--- config.mk ---
export PLATFORM = sky130hd
export DESIGN_NAME = kmp_first_match_finder_core
export DESIGN_NICKNAME = d
export VERILOG_FILES = /design/src/rtl/kmpff_pkg.sv /design/src/rtl/kmpff_controller.sv /design/src/rtl/kmpff_datapath.sv /design/src/rtl/kmp_first_match_finder_core.sv
export SDC_FILE = /design/constraint.sdc
export NUM_CORES = 1
export LEC_CHECK = 0
export BUFFER_PORTS_ARGS = -buffer_cell sky130_fd_sc_hd__buf_2
export CAP_MARGIN = 5
export CELL_PAD_IN_SITES_DETAIL_PLACEMENT = 1
export CELL_PAD_IN_SITES_GLOBAL_PLACEMENT = 1
export CORE_ASPECT_RATIO = 1.1
export CORE_MARGIN = 3
export CORE_UTILIZATION = 45
export CTS_BUF_LIST = sky130_fd_sc_hd__clkbuf_4
export DETAILED_ROUTE_END_ITERATION = 8
export PLACE_DENSITY_LB_ADDON = 0.05
export SYNTH_ARGS = -nofsm -noshare
export SYNTH_HDL_FRONTEND = slang
export SYNTH_HIERARCHICAL = 1
export SYNTH_SLANG_ARGS = --single-unit
--- constraint.sdc ---
create_clock -name clk -period 5.5 [get_ports clk]
set_clock_uncertainty 0.2 [all_clocks]
set_input_delay 1.1 -clock clk [delete_from_list [all_inputs] [get_ports clk]]
set_output_delay 1.1 -clock clk [all_outputs]
set_load 0.02 [all_outputs]
--- src/rtl/kmpff_pkg.sv ---
package kmpff_pkg;

  // Operation codes carried in the input item
  localparam logic OP_PATTERN = 1'b0;
  localparam logic OP_TEXT    = 1'b1;

  localparam int unsigned BYTE_BITS   = 8;
  localparam int unsigned RESULT_BITS = 32;

  // One input item
  typedef struct packed {
    logic                 op;
    logic [BYTE_BITS-1:0] data_byte;
    logic                 last;
  } in_item_t;

  // One result item
  typedef struct packed {
    logic                   found;
    logic [RESULT_BITS-1:0] position;
  } out_item_t;

  // Controller states
  typedef enum logic [1:0] {
    ST_IDLE,
    ST_PAT_INIT,
    ST_CMP,
    ST_FINISH
  } state_t;

  // Controller to datapath
  typedef struct packed {
    logic accept;     // take the item on the input port
    logic load_fail;  // start the pattern walk from the previous failure entry
    logic step;       // one compare / failure-chain step
    logic finish;     // commit the outcome of this item
  } cmd_t;

  // Datapath to controller
  typedef struct packed {
    logic pat_fits;      // pattern byte has room in the store
    logic pat_first;     // pattern byte is the first of its pattern
    logic text_walk;     // text byte needs a search step
    logic eq;            // stored byte at k equals the current byte
    logic k_zero;        // match length is zero
    logic emit_blocked;  // a result is due but the output register is held
  } status_t;

endpackage

--- src/rtl/kmpff_controller.sv ---
module kmpff_controller (
  input  logic              clk,
  input  logic              rst,
  input  logic              item_valid,
  input  logic              item_op,
  output logic              item_stall,
  input  kmpff_pkg::status_t st,
  output kmpff_pkg::cmd_t    cmd
);
  import kmpff_pkg::*;

  state_t state;
  state_t state_next;

  // State register
  always_ff @(posedge clk) begin
    if (rst) begin
      state <= ST_IDLE;
    end else begin
      state <= state_next;
    end
  end

  // Next state
  always_comb begin
    state_next = state;
    unique case (state)
      ST_IDLE: begin
        if (item_valid) begin
          if (item_op == OP_PATTERN) begin
            if (!st.pat_fits) begin
              state_next = ST_IDLE;
            end else if (st.pat_first) begin
              state_next = ST_FINISH;
            end else begin
              state_next = ST_PAT_INIT;
            end
          end else begin
            state_next = st.text_walk ? ST_CMP : ST_FINISH;
          end
        end
      end
      ST_PAT_INIT: begin
        state_next = ST_CMP;
      end
      ST_CMP: begin
        if (st.eq || st.k_zero) begin
          state_next = ST_FINISH;
        end
      end
      ST_FINISH: begin
        if (!st.emit_blocked) begin
          state_next = ST_IDLE;
        end
      end
      default: begin
        state_next = ST_IDLE;
      end
    endcase
  end

  // Outputs; no transfer is taken while reset is held
  always_comb begin
    item_stall    = 1'b1;
    cmd           = '0;
    unique case (state)
      ST_IDLE: begin
        item_stall = rst;
        cmd.accept = item_valid && !rst;
      end
      ST_PAT_INIT: begin
        cmd.load_fail = 1'b1;
      end
      ST_CMP: begin
        cmd.step = 1'b1;
      end
      ST_FINISH: begin
        cmd.finish = !st.emit_blocked;
      end
      default: begin
        item_stall = 1'b1;
      end
    endcase
  end

endmodule

--- src/rtl/kmpff_datapath.sv ---
module kmpff_datapath #(
  parameter int unsigned PATTERN_MAX   = 32,
  parameter int unsigned POSITION_BITS = 32
) (
  input  logic                 clk,
  input  logic                 rst,
  input  kmpff_pkg::in_item_t  item,
  input  kmpff_pkg::cmd_t      cmd,
  output kmpff_pkg::status_t   st,
  output logic                 result_valid,
  input  logic                 result_stall,
  output kmpff_pkg::out_item_t result
);
  import kmpff_pkg::*;

  localparam int unsigned KW = $clog2(PATTERN_MAX + 1);
  localparam int unsigned AW = (PATTERN_MAX > 1) ? $clog2(PATTERN_MAX) : 1;
  localparam int unsigned PW = (POSITION_BITS > RESULT_BITS) ? POSITION_BITS : RESULT_BITS;

  // Pattern bytes and failure entries
  logic [BYTE_BITS-1:0] pattern_store [PATTERN_MAX];
  logic [KW-1:0]        failure_table [PATTERN_MAX];
  logic [BYTE_BITS-1:0] pat_rd;
  logic [KW-1:0]        fail_rd;

  // Pattern and search state
  logic [KW-1:0]            pattern_length;
  logic                     pattern_closed;
  logic [KW-1:0]            matched_count;
  logic [POSITION_BITS-1:0] text_index;
  logic                     match_done;

  // Current item and walk register
  logic                 op;
  logic [BYTE_BITS-1:0] data_byte;
  logic                 last;
  logic                 walked;
  logic [KW-1:0]        k;
  logic [KW-1:0]        k_next;
  logic [KW-1:0]        k_dec;

  logic [KW-1:0]        eff_len;
  logic                 match_now;
  logic                 done_after;
  logic                 need_emit;
  logic [PW-1:0]        pos_full;

  assign eff_len   = pattern_closed ? '0 : pattern_length;
  assign match_now = (op == OP_TEXT) && walked && (k == pattern_length);
  assign done_after = match_done | match_now;
  assign need_emit = (op == OP_TEXT) && (match_now || (last && !done_after));
  assign pos_full  = PW'(text_index) - PW'(pattern_length - KW'(1));

  // Status toward the controller
  always_comb begin
    st.pat_fits     = eff_len < KW'(PATTERN_MAX);
    st.pat_first    = eff_len == '0;
    st.text_walk    = !match_done && (pattern_length != '0);
    st.eq           = pat_rd == data_byte;
    st.k_zero       = k == '0;
    st.emit_blocked = need_emit && result_valid && result_stall;
  end

  // Next match length
  always_comb begin
    k_next = k;
    if (cmd.accept) begin
      k_next = (item.op == OP_PATTERN) ? eff_len : matched_count;
    end else if (cmd.load_fail) begin
      k_next = fail_rd;
    end else if (cmd.step) begin
      if (pat_rd == data_byte) begin
        k_next = k + KW'(1);
      end else if (k != '0) begin
        k_next = fail_rd;
      end
    end
  end

  assign k_dec = k_next - KW'(1);

  // Memories: read at the next k, so data lines up with k
  always_ff @(posedge clk) begin
    if (cmd.accept && (item.op == OP_PATTERN) && st.pat_fits) begin
      pattern_store[eff_len[AW-1:0]] <= item.data_byte;
    end
    pat_rd <= pattern_store[k_next[AW-1:0]];
  end

  always_ff @(posedge clk) begin
    if (cmd.finish && (op == OP_PATTERN)) begin
      failure_table[pattern_length[AW-1:0]] <= k;
    end
    fail_rd <= failure_table[k_dec[AW-1:0]];
  end

  // Item and walk registers
  always_ff @(posedge clk) begin
    k <= k_next;
    if (cmd.accept) begin
      op        <= item.op;
      data_byte <= item.data_byte;
      last      <= item.last;
      walked    <= st.text_walk;
    end
  end

  // Pattern and search state
  always_ff @(posedge clk) begin
    if (rst) begin
      pattern_length <= '0;
      pattern_closed <= 1'b0;
      matched_count  <= '0;
      text_index     <= '0;
      match_done     <= 1'b0;
    end else if (cmd.accept && (item.op == OP_PATTERN)) begin
      pattern_closed <= item.last;
      if (pattern_closed) begin
        pattern_length <= '0;
      end
      matched_count <= '0;
      text_index    <= '0;
      match_done    <= 1'b0;
    end else if (cmd.finish) begin
      if (op == OP_PATTERN) begin
        pattern_length <= pattern_length + KW'(1);
      end else if (last) begin
        matched_count <= '0;
        text_index    <= '0;
        match_done    <= 1'b0;
      end else begin
        if (walked) begin
          matched_count <= match_now ? '0 : k;
        end
        match_done <= done_after;
        if (text_index != '1) begin
          text_index <= text_index + POSITION_BITS'(1);
        end
      end
    end
  end

  // Output register
  always_ff @(posedge clk) begin
    if (rst) begin
      result_valid <= 1'b0;
    end else if (cmd.finish && need_emit) begin
      result_valid <= 1'b1;
    end else if (!result_stall) begin
      result_valid <= 1'b0;
    end
  end

  always_ff @(posedge clk) begin
    if (cmd.finish && need_emit) begin
      result.found    <= match_now;
      result.position <= match_now ? pos_full[RESULT_BITS-1:0] : '0;
    end
  end

endmodule

--- src/rtl/kmp_first_match_finder_core.sv ---
// Sequence: a searched text byte is taken in ST_IDLE, follows s failure links in
// ST_CMP (one compare per cycle), commits in ST_FINISH and only then lets a new
// byte in. A pattern byte passes ST_PAT_INIT, ST_CMP and ST_FINISH, but only
// ST_FINISH at its first position and none once the store is full; a text byte after a
// match or with no pattern passes only ST_FINISH. s averages at most one per byte.
// Reset (rst, synchronous): clears pattern length, search state and output valid.
module kmp_first_match_finder_core #(
  parameter int unsigned PATTERN_MAX   = 32,
  parameter int unsigned POSITION_BITS = 32
) (
  input  logic                 clk,
  input  logic                 rst,
  input  logic                 item_valid,
  output logic                 item_stall,
  input  kmpff_pkg::in_item_t  item,
  output logic                 result_valid,
  input  logic                 result_stall,
  output kmpff_pkg::out_item_t result
);
  import kmpff_pkg::*;

  cmd_t    cmd;
  status_t st;

  // Sequencer
  kmpff_controller u_ctrl (
    .clk        (clk),
    .rst        (rst),
    .item_valid (item_valid),
    .item_op    (item.op),
    .item_stall (item_stall),
    .st         (st),
    .cmd        (cmd)
  );

  // Memories, search state and output register
  kmpff_datapath #(
    .PATTERN_MAX   (PATTERN_MAX),
    .POSITION_BITS (POSITION_BITS)
  ) u_dp (
    .clk          (clk),
    .rst          (rst),
    .item         (item),
    .cmd          (cmd),
    .st           (st),
    .result_valid (result_valid),
    .result_stall (result_stall),
    .result       (result)
  );

endmodule

==> results of run 1 <==
worst max-delay path by stage:
stage | depth (start not counted) | end | slack (ps)
after floorplan | 23 | u_dp/fail_rd[4]$_DFF_P_ | 470
after global placement | 15 | u_dp/fail_rd[4]$_DFF_P_ | 810
after detailed placement | 15 | u_dp/fail_rd[4]$_DFF_P_ | 780
after CTS | 17 | u_dp/fail_rd[4]$_DFF_P_ | 860
after global routing | 15 | u_dp/result[29]$_SDFFCE_PN0P_ | 570
final | 17 | u_dp/fail_rd[4]$_DFF_P_ | 880
cells in the mapped netlist (33+ instances only):
library cell    n
edfxtp_1      493
nand2_1       485
nor2_1        179
a31oi_1        94
nand3_1        88
and3_1         83
clkbuf_1       81
dfxtp_1        68
a21oi_1        59
mux4_2         48
ha_1           44
xnor2_1        40
o21ai_0        37
xor2_1         35
o22ai_1        33
report_power, final:
group / internal [mW] / total, mW / switching (mW)
Sequential: 4.99 / 5.07 / 0.0789
Combinational: 2.58 / 7.77 / 5.19
Clock: 2.12 / 3.91 / 1.79
cell type report:
| class | count | area [sq um] |
|---|---|---|
| repair buffers | 115 | 806 |
| clock inverters | 44 | 318 |
| clock buffers | 227 | 1700 |
| well taps | 744 | 931 |
| multi-input cells | 1475 | 9010 |
| inverters | 30 | 114 |
| diodes | 4 | 10.0 |
| fillers | 5944 | 27300 |
| flip-flops and latches | 561 | 16200 |
logic make-up (layout without fill, tap and decap cells):
group / count (synthesis) / after routing
AND/OR/NAND/NOR: 953 / 953
flip-flops: 561 / 561
AO/OA/AOI/OAI: 336 / 336
buffers and inverters: 155 / 416
XOR/XNOR: 77 / 77
multiplexers: 64 / 64
adder cells (fa/ha/maj): 45 / 45
other: 0 / 4
routing by layer:
layer | wire [um] | global-route usage [%]
met2 | 37600 | 42.4
met5 | 0 | 0
met4 | 1640 | 8.40
met1 | 31700 | 32.3
met3 | 3640 | 5.37
sequential cells by signal, indices dropped and copies added, names as in the netlist:
name                 flops
u_dp/pattern_store     256
u_dp/failure_table     192
u_dp/result             33
u_dp/text_index         32
u_dp/data_byte           8
u_dp/pat_rd              8
u_dp/fail_rd             6
u_dp/k                   6
u_dp/matched_count       6
u_dp/pattern_length      6
u_ctrl/state             2
u_dp/last                1
u_dp/match_done          1
u_dp/op                  1
u_dp/pattern_closed      1
u_dp/result_valid        1
u_dp/walked              1
through the flow:
step	cells	setup WS, ps	power (mW)	hold slack, ps	util, %
final	3200	882	16.7	222	51.6
after global routing	3200	569	17.8	95.8	51.6
after CTS	3196	858	16.9	116	51.5
after detailed placement	2925	776	13.0	283	47.9
after global placement	2925	810	12.8	272	47.9
after floorplan	2191	468	10.2	254	-
==> impl_results.md, run 1 <==
- Global route total overflow: 0
- Rows: 91
- Final setup viols: 0
- Worst min path class: in -> reg
- Area contributors post-synth: edfxtp_1 57%, nand2_1 7.1%, dfxtp_1 5.3%, mux4_2 4.2%, nor2_1 2.6%
- Worst Max-Slew Pin Slew: ~1000 ps
- Clk sink count: 561
- Chip width: 234 um
- Post-cts hold buffer count: 0
- Vias in the first global route: 19866
- DRC viols: 0
- Max Slew Vio Count: 0
- Slowest CP cell: ha_2
- Wire per inst: roughly 23 um
- Final Cell Area: 29100 sq um
- DR vias: 18541
- Wirelength, routed: roughly 75000 um
- Synthesized area: about 26000 sq um
- Largest family of logic cells by synthesized area: simple AND/OR/NAND/NOR gates
- Largest net degree at the start of global routing: 130
- DR pass1 iterations: 5
- Synthesized flop and latch total: 561
- Mux contribution to synthesized area: 4.82%
- RePlAce Congestion: 0.804
- Buf+Inv Stages, Crit Path: 4
- Layout area overhead: 12.8%
- Die Area: approximately 60000 sq um
- Syn avg cell area: 11.8 sq um
- Core area: 56400 sq um
- PD cells: 576 nW/um^2
- Crit-path cells: inv_1 > ha_1 > or4b_1 > or2_1 > inv_2 > nand3_1 > a21oi_1 > nor2_4 > a21boi_4 > clkinv_2 > ha_2 > buf_4 > mux4_2 > o21ai_0 > a311oi_1 > nor4_1 > a31oi_1
- Cts bufs inserted: 153
- Pleak: 10.7 nW
- Post-DP HPWL: 46000 um
- Post-synth top area share: 57.4%
- Cell taking the most area after synthesis: edfxtp_1
- H-tree depth: 4
- Post-synthesis compound-gate area fraction: 8.54%
- Netlist cell types: 73
- Postcts setup bufs: 0
- Syn nets: 2250
- Syn Inst Count: between 2000 and 2500
- Slew HR: 30.8%
- Worst-Skew Late Latency: approximately 970 ps
- CP Capture Type: flop
- Most used DFF post-synth: edfxtp_1
- Reg2reg start: u_dp/k[0]$_DFF_P_
- Hold Startpoint: item[0]
- Run status: finished, final reports clean
- GRT Total Usage: 25.2%
- Max frequency: 217 MHz
- Commonest cells after routing, fill and taps aside: 493 x edfxtp_1, 485 x nand2_1, 227 x clkbuf_4, 178 x nor2_1, 93 x a31oi_1
- CTS clk-pin slew, worst paths: approximately 70 ps
- Post-route clock period utilization: 84.0%
- Adder-cell share of the synthesized area: 2.21%
- Max FO, Critical Path: 16
- First-pass GRT wire length: ~120000 um
- R2R cell count: 17
- Hold path depth: 1
- Startpoint types: flop
- Net count, final: 2395
- Crit path max-delay family: simple AND/OR/NAND/NOR gates
- Most common cell after layout, fill and taps aside: edfxtp_1
- Synth Area in Simple Gates: approximately 16%
- Initial antenna violation count: 2
- Required @ worst endpoint: 6120 ps
- Peak VDD IR: about 0.00064 V
- Synthesis warning total: 6
- Crit Path Class: reg -> reg
- FFs w/ async S/R, synth: 0%
- Starting density of the core: 45.7%
- Crit path DAT: 5240 ps
- RSZ-0062 raised after global routing: no
- Die Ht: between 200 and 300 um
- Cells resized by post-CTS repair: 0
- Post-DR vias/cell: 5.79
- 1st-iter DRT viols: 1316
- Final hold violations: 0
- Synth Area in XOR/XNOR: roughly 2.8%
- Max_cap viols: 0
- Root Buffer: clkbuf_4
- Layout cells sized above 1: 17.7%
- CTS tree: built
- Number of synthesized flops with an enable pin: 493
- Port Buffer Count: 48
- Setup TNS Final: 0 ps
- Placement Cell Area: roughly 27000 sq um
- Hold Path End: u_dp/last$_DFFE_PP_
- Antenna-violating nets left: 0
- Register area share after synthesis: 62.7%
- Setup crit start: u_dp/k[0]$_DFF_P_
- Tmin final: roughly 4600 ps
- Worst stage delay on the critical path: 570 ps
- Worst flop-to-flop path endpoint: u_dp/fail_rd[4]$_DFF_P_
- IO Count: 49
- Max Buffers Root-to-Sink: 3
- R2R Setup Slk: 880 ps
No activity file was read; power rests on OpenSTA's default activity.
==> run 2: changes to the inputs <==
- clock period: 5.5 -> 4.4 ns (I/O delays scaled with it)
==> run 2 against run 1 <==
Compared with the run above: critical endpoint is now u_dp/fail_rd[3]$_DFF_P_; highest routed layer unchanged; power grew 27%; design area rose by 1.1%; core utilization grew 0.58 points; maximum frequency grew 9.8%; via count down 0.45%; cell count up 1.2%; sequential share of layout area down 0.61 points; clock-buffer cell count grew 5; combinational power up 34%; sequential power is 25% higher.
==> impl_results.md, run 2 (synthesis results as in run 1) <==
- Pleak: around 11 nW
- Final setup viols: 0
- Crit-path cells: inv_1 > ha_1 > or4b_1 > or2_1 > inv_2 > nand3_1 > a21oi_2 > nor2_4 > a21boi_4 > inv_4 > ha_4 > nor2b_4 > buf_12 > buf_4 > a31oi_1 > nand3_1 > o311ai_1 > a211o_1
- Run status: finished, final reports clean
- GRT Total Usage: 25.1%
- Most common cell after layout, fill and taps aside: edfxtp_1
- Hold path depth: 4
- Worst-Skew Late Latency: roughly 950 ps
- Post-route clock period utilization: 95.6%
- R2R cell count: 18
- Crit Path Class: reg -> reg
- Hold Startpoint: item_valid
- IO Count: 49
- Wirelength, routed: 74700 um
- Tmin final: 4210 ps
- Final hold violations: 0
- Worst min path class: in -> reg
- RSZ-0062 raised after global routing: no
- Power Total: about 21 mW
- Required @ worst endpoint: 5050 ps
- Net Sw Frac: 41.8%
- RePlAce Congestion: slightly above 0.8
- Die Area: about 60000 sq um
- DR vias: 18457
- Placement Cell Area: around 27000 sq um
- Port Buffer Count: 48
- Max_cap viols: 0
- Buf+Inv Stages, Crit Path: 5
- DRC viols: 0
- Max Slew Vio Count: 0
- Slew HR: 42.2%
- Crit path DAT: 4850 ps
- Flop pwr share: between 20 and 30%
- Combinational power share: 48.8%
- R2R Setup Slk: 190 ps
- Global route total overflow: 0
- Max Buffers Root-to-Sink: 3
- Die Ht: 257 um
- Reg2reg start: u_dp/k[0]$_DFF_P_
- Post-DR vias/cell: 5.70
- Peak VDD IR: 0.000680 V
- Cts bufs inserted: 150
- CTS clk-pin slew, worst paths: 70 ps
- Crit path max-delay family: simple AND/OR/NAND/NOR gates
- Layout cells sized above 1: between 10% and 20%
- Rows: 91
- Wire per inst: about 23 um
- Max FFs per register: 256
- Vias in the first global route: around 20000
- Initial antenna violation count: 2
- 1st-iter DRT viols: approximately 1100
- Setup TNS Final: 0 ps
- Max FO, Critical Path: 33
- Startpoint types: flop
- Starting density of the core: between 40% and 50%
- Clk pwr share: a little over a fifth
- Max frequency: 238 MHz
- Hold Path End: u_ctrl/state[1]$_SDFFE_PP0P_
- Final Cell Area: 29400 sq um
- Worst stage delay on the critical path: approximately 410 ps
- Chip width: around 230 um
- Slowest CP cell: or4b_1
- H-tree depth: 4
- Root Buffer: clkbuf_4
- CP most frequent cell: nand3_1
- Largest net degree at the start of global routing: 129
- Post-DP HPWL: 47000 um
- Final cell count without fillers: 3238
- Clk sink count: 561
- Worst Max-Slew Pin Slew: 867 ps
- Antenna-violating nets left: 0
- Placed cells: 2964
- Layout area overhead: 14.0%
- CP Capture Type: flop
- Pint: 12.4 mW
- Switching component of the power: 8.91 mW
- Core area: 56400 sq um
- Pre-CTS setup slack: 62.0 ps
- Worst setup margin: about 200 ps
- Net count, final: roughly 2400
- DR pass1 iterations: 9
- Commonest cells after routing, fill and taps aside: 493 x edfxtp_1, 484 x nand2_1, 232 x clkbuf_4, 178 x nor2_1, 98 x buf_4
- Worst flop-to-flop path endpoint: u_dp/fail_rd[3]$_DFF_P_
- First-pass GRT wire length: 115000 um
- CTS tree: built
- PD cells: ~730 nW/um^2
[run 2: changes by cell type in the layout (fill, tap and decap cells not counted), sizes merged]
cell and delta:
buf +43, bufinv -4, clkbuf +5, clkinv -10, clkinvlp +2, diode -1, dlygate4sd3 +3
[run 2: how the worst max path moves through the flow]
stage	start	to	slack, ps	cells after the start
after floorplan	u_dp/k[5]$_DFFE_PP_	u_dp/fail_rd[0]$_DFF_P_	7	20
after global placement	rst	u_dp/fail_rd[3]$_DFF_P_	160	15
after detailed placement	u_dp/k[0]$_DFF_P_	u_dp/pat_rd[1]$_DFF_P_	60	16
after CTS	u_dp/k[0]$_DFF_P_	u_dp/pat_rd[1]$_DFF_P_	30	16
after global routing	u_dp/k[0]$_DFF_P_	u_dp/fail_rd[3]$_DFF_P_	20	18
final	u_dp/k[0]$_DFF_P_	u_dp/fail_rd[3]$_DFF_P_	190	18
[run 2: worst reg2reg max path: stages, from the launching register on]
cell	delay, ps
dfxtp_2	320
inv_1	90
ha_1	140
or4b_1	410
or2_1	320
inv_2	110
nand3_1	100
a21oi_2	230
nor2_4	70
a21boi_4	160
inv_4	60
ha_4	400
nor2b_4	210
buf_12	230
buf_4	230
a31oi_1	100
nand3_1	170
o311ai_1	220
a211o_1	330
[run 2: power groups by stage]
stage	registers (mW)	clock network [mW]	logic, mW
2_1_floorplan	6.56	0	6.39
3_3_place_gp	6.44	0	10.1
3_5_place_dp	6.44	0	10.4
4_1_cts	6.33	4.76	10.4
5_1_grt	6.34	5.06	11.3
6_report	6.33	4.59	10.4
[run 2: what timing repair did]
item / CTS / global route
hold buffers: 3 / 0
resized for setup: 0 / 13
endpoints found under the setup margin: 0 / 22
setup buffers: 0 / 4
hold endpoints to repair: 7 / 0
[run 2: area by class of cell]
cell class | instances | area [sq um]
antenna | 3 | 7.51
sequential | 561 | 16200
fill | 5948 | 27000
clock inverter | 32 | 164
multi-input combinational | 1475 | 9050
clock buffer | 232 | 1740
tap | 744 | 931
inverter | 30 | 115
timing repair buffer | 161 | 1210
[run 2: metrics by stage]
| step | util [%] | hold slack [ps] |
|---|---|---|
| 6_report | 52.1 | 220 |
| 5_1_grt | 52.1 | 144 |
| 4_1_cts | 52.0 | 91.6 |
| 3_5_place_dp | 48.5 | 298 |
| 3_3_place_gp | 48.5 | 288 |
| 2_1_floorplan | - | 254 |
[run 2: layer usage]
| layer | share of wire [%] | global-route usage (%) |
|---|---|---|
| met3 | 4.3 | 5.21 |
| met5 | 0 | 0 |
| met2 | 51 | 43.3 |
| met4 | 4.4 | 12.3 |
| met1 | 40 | 29.9 |
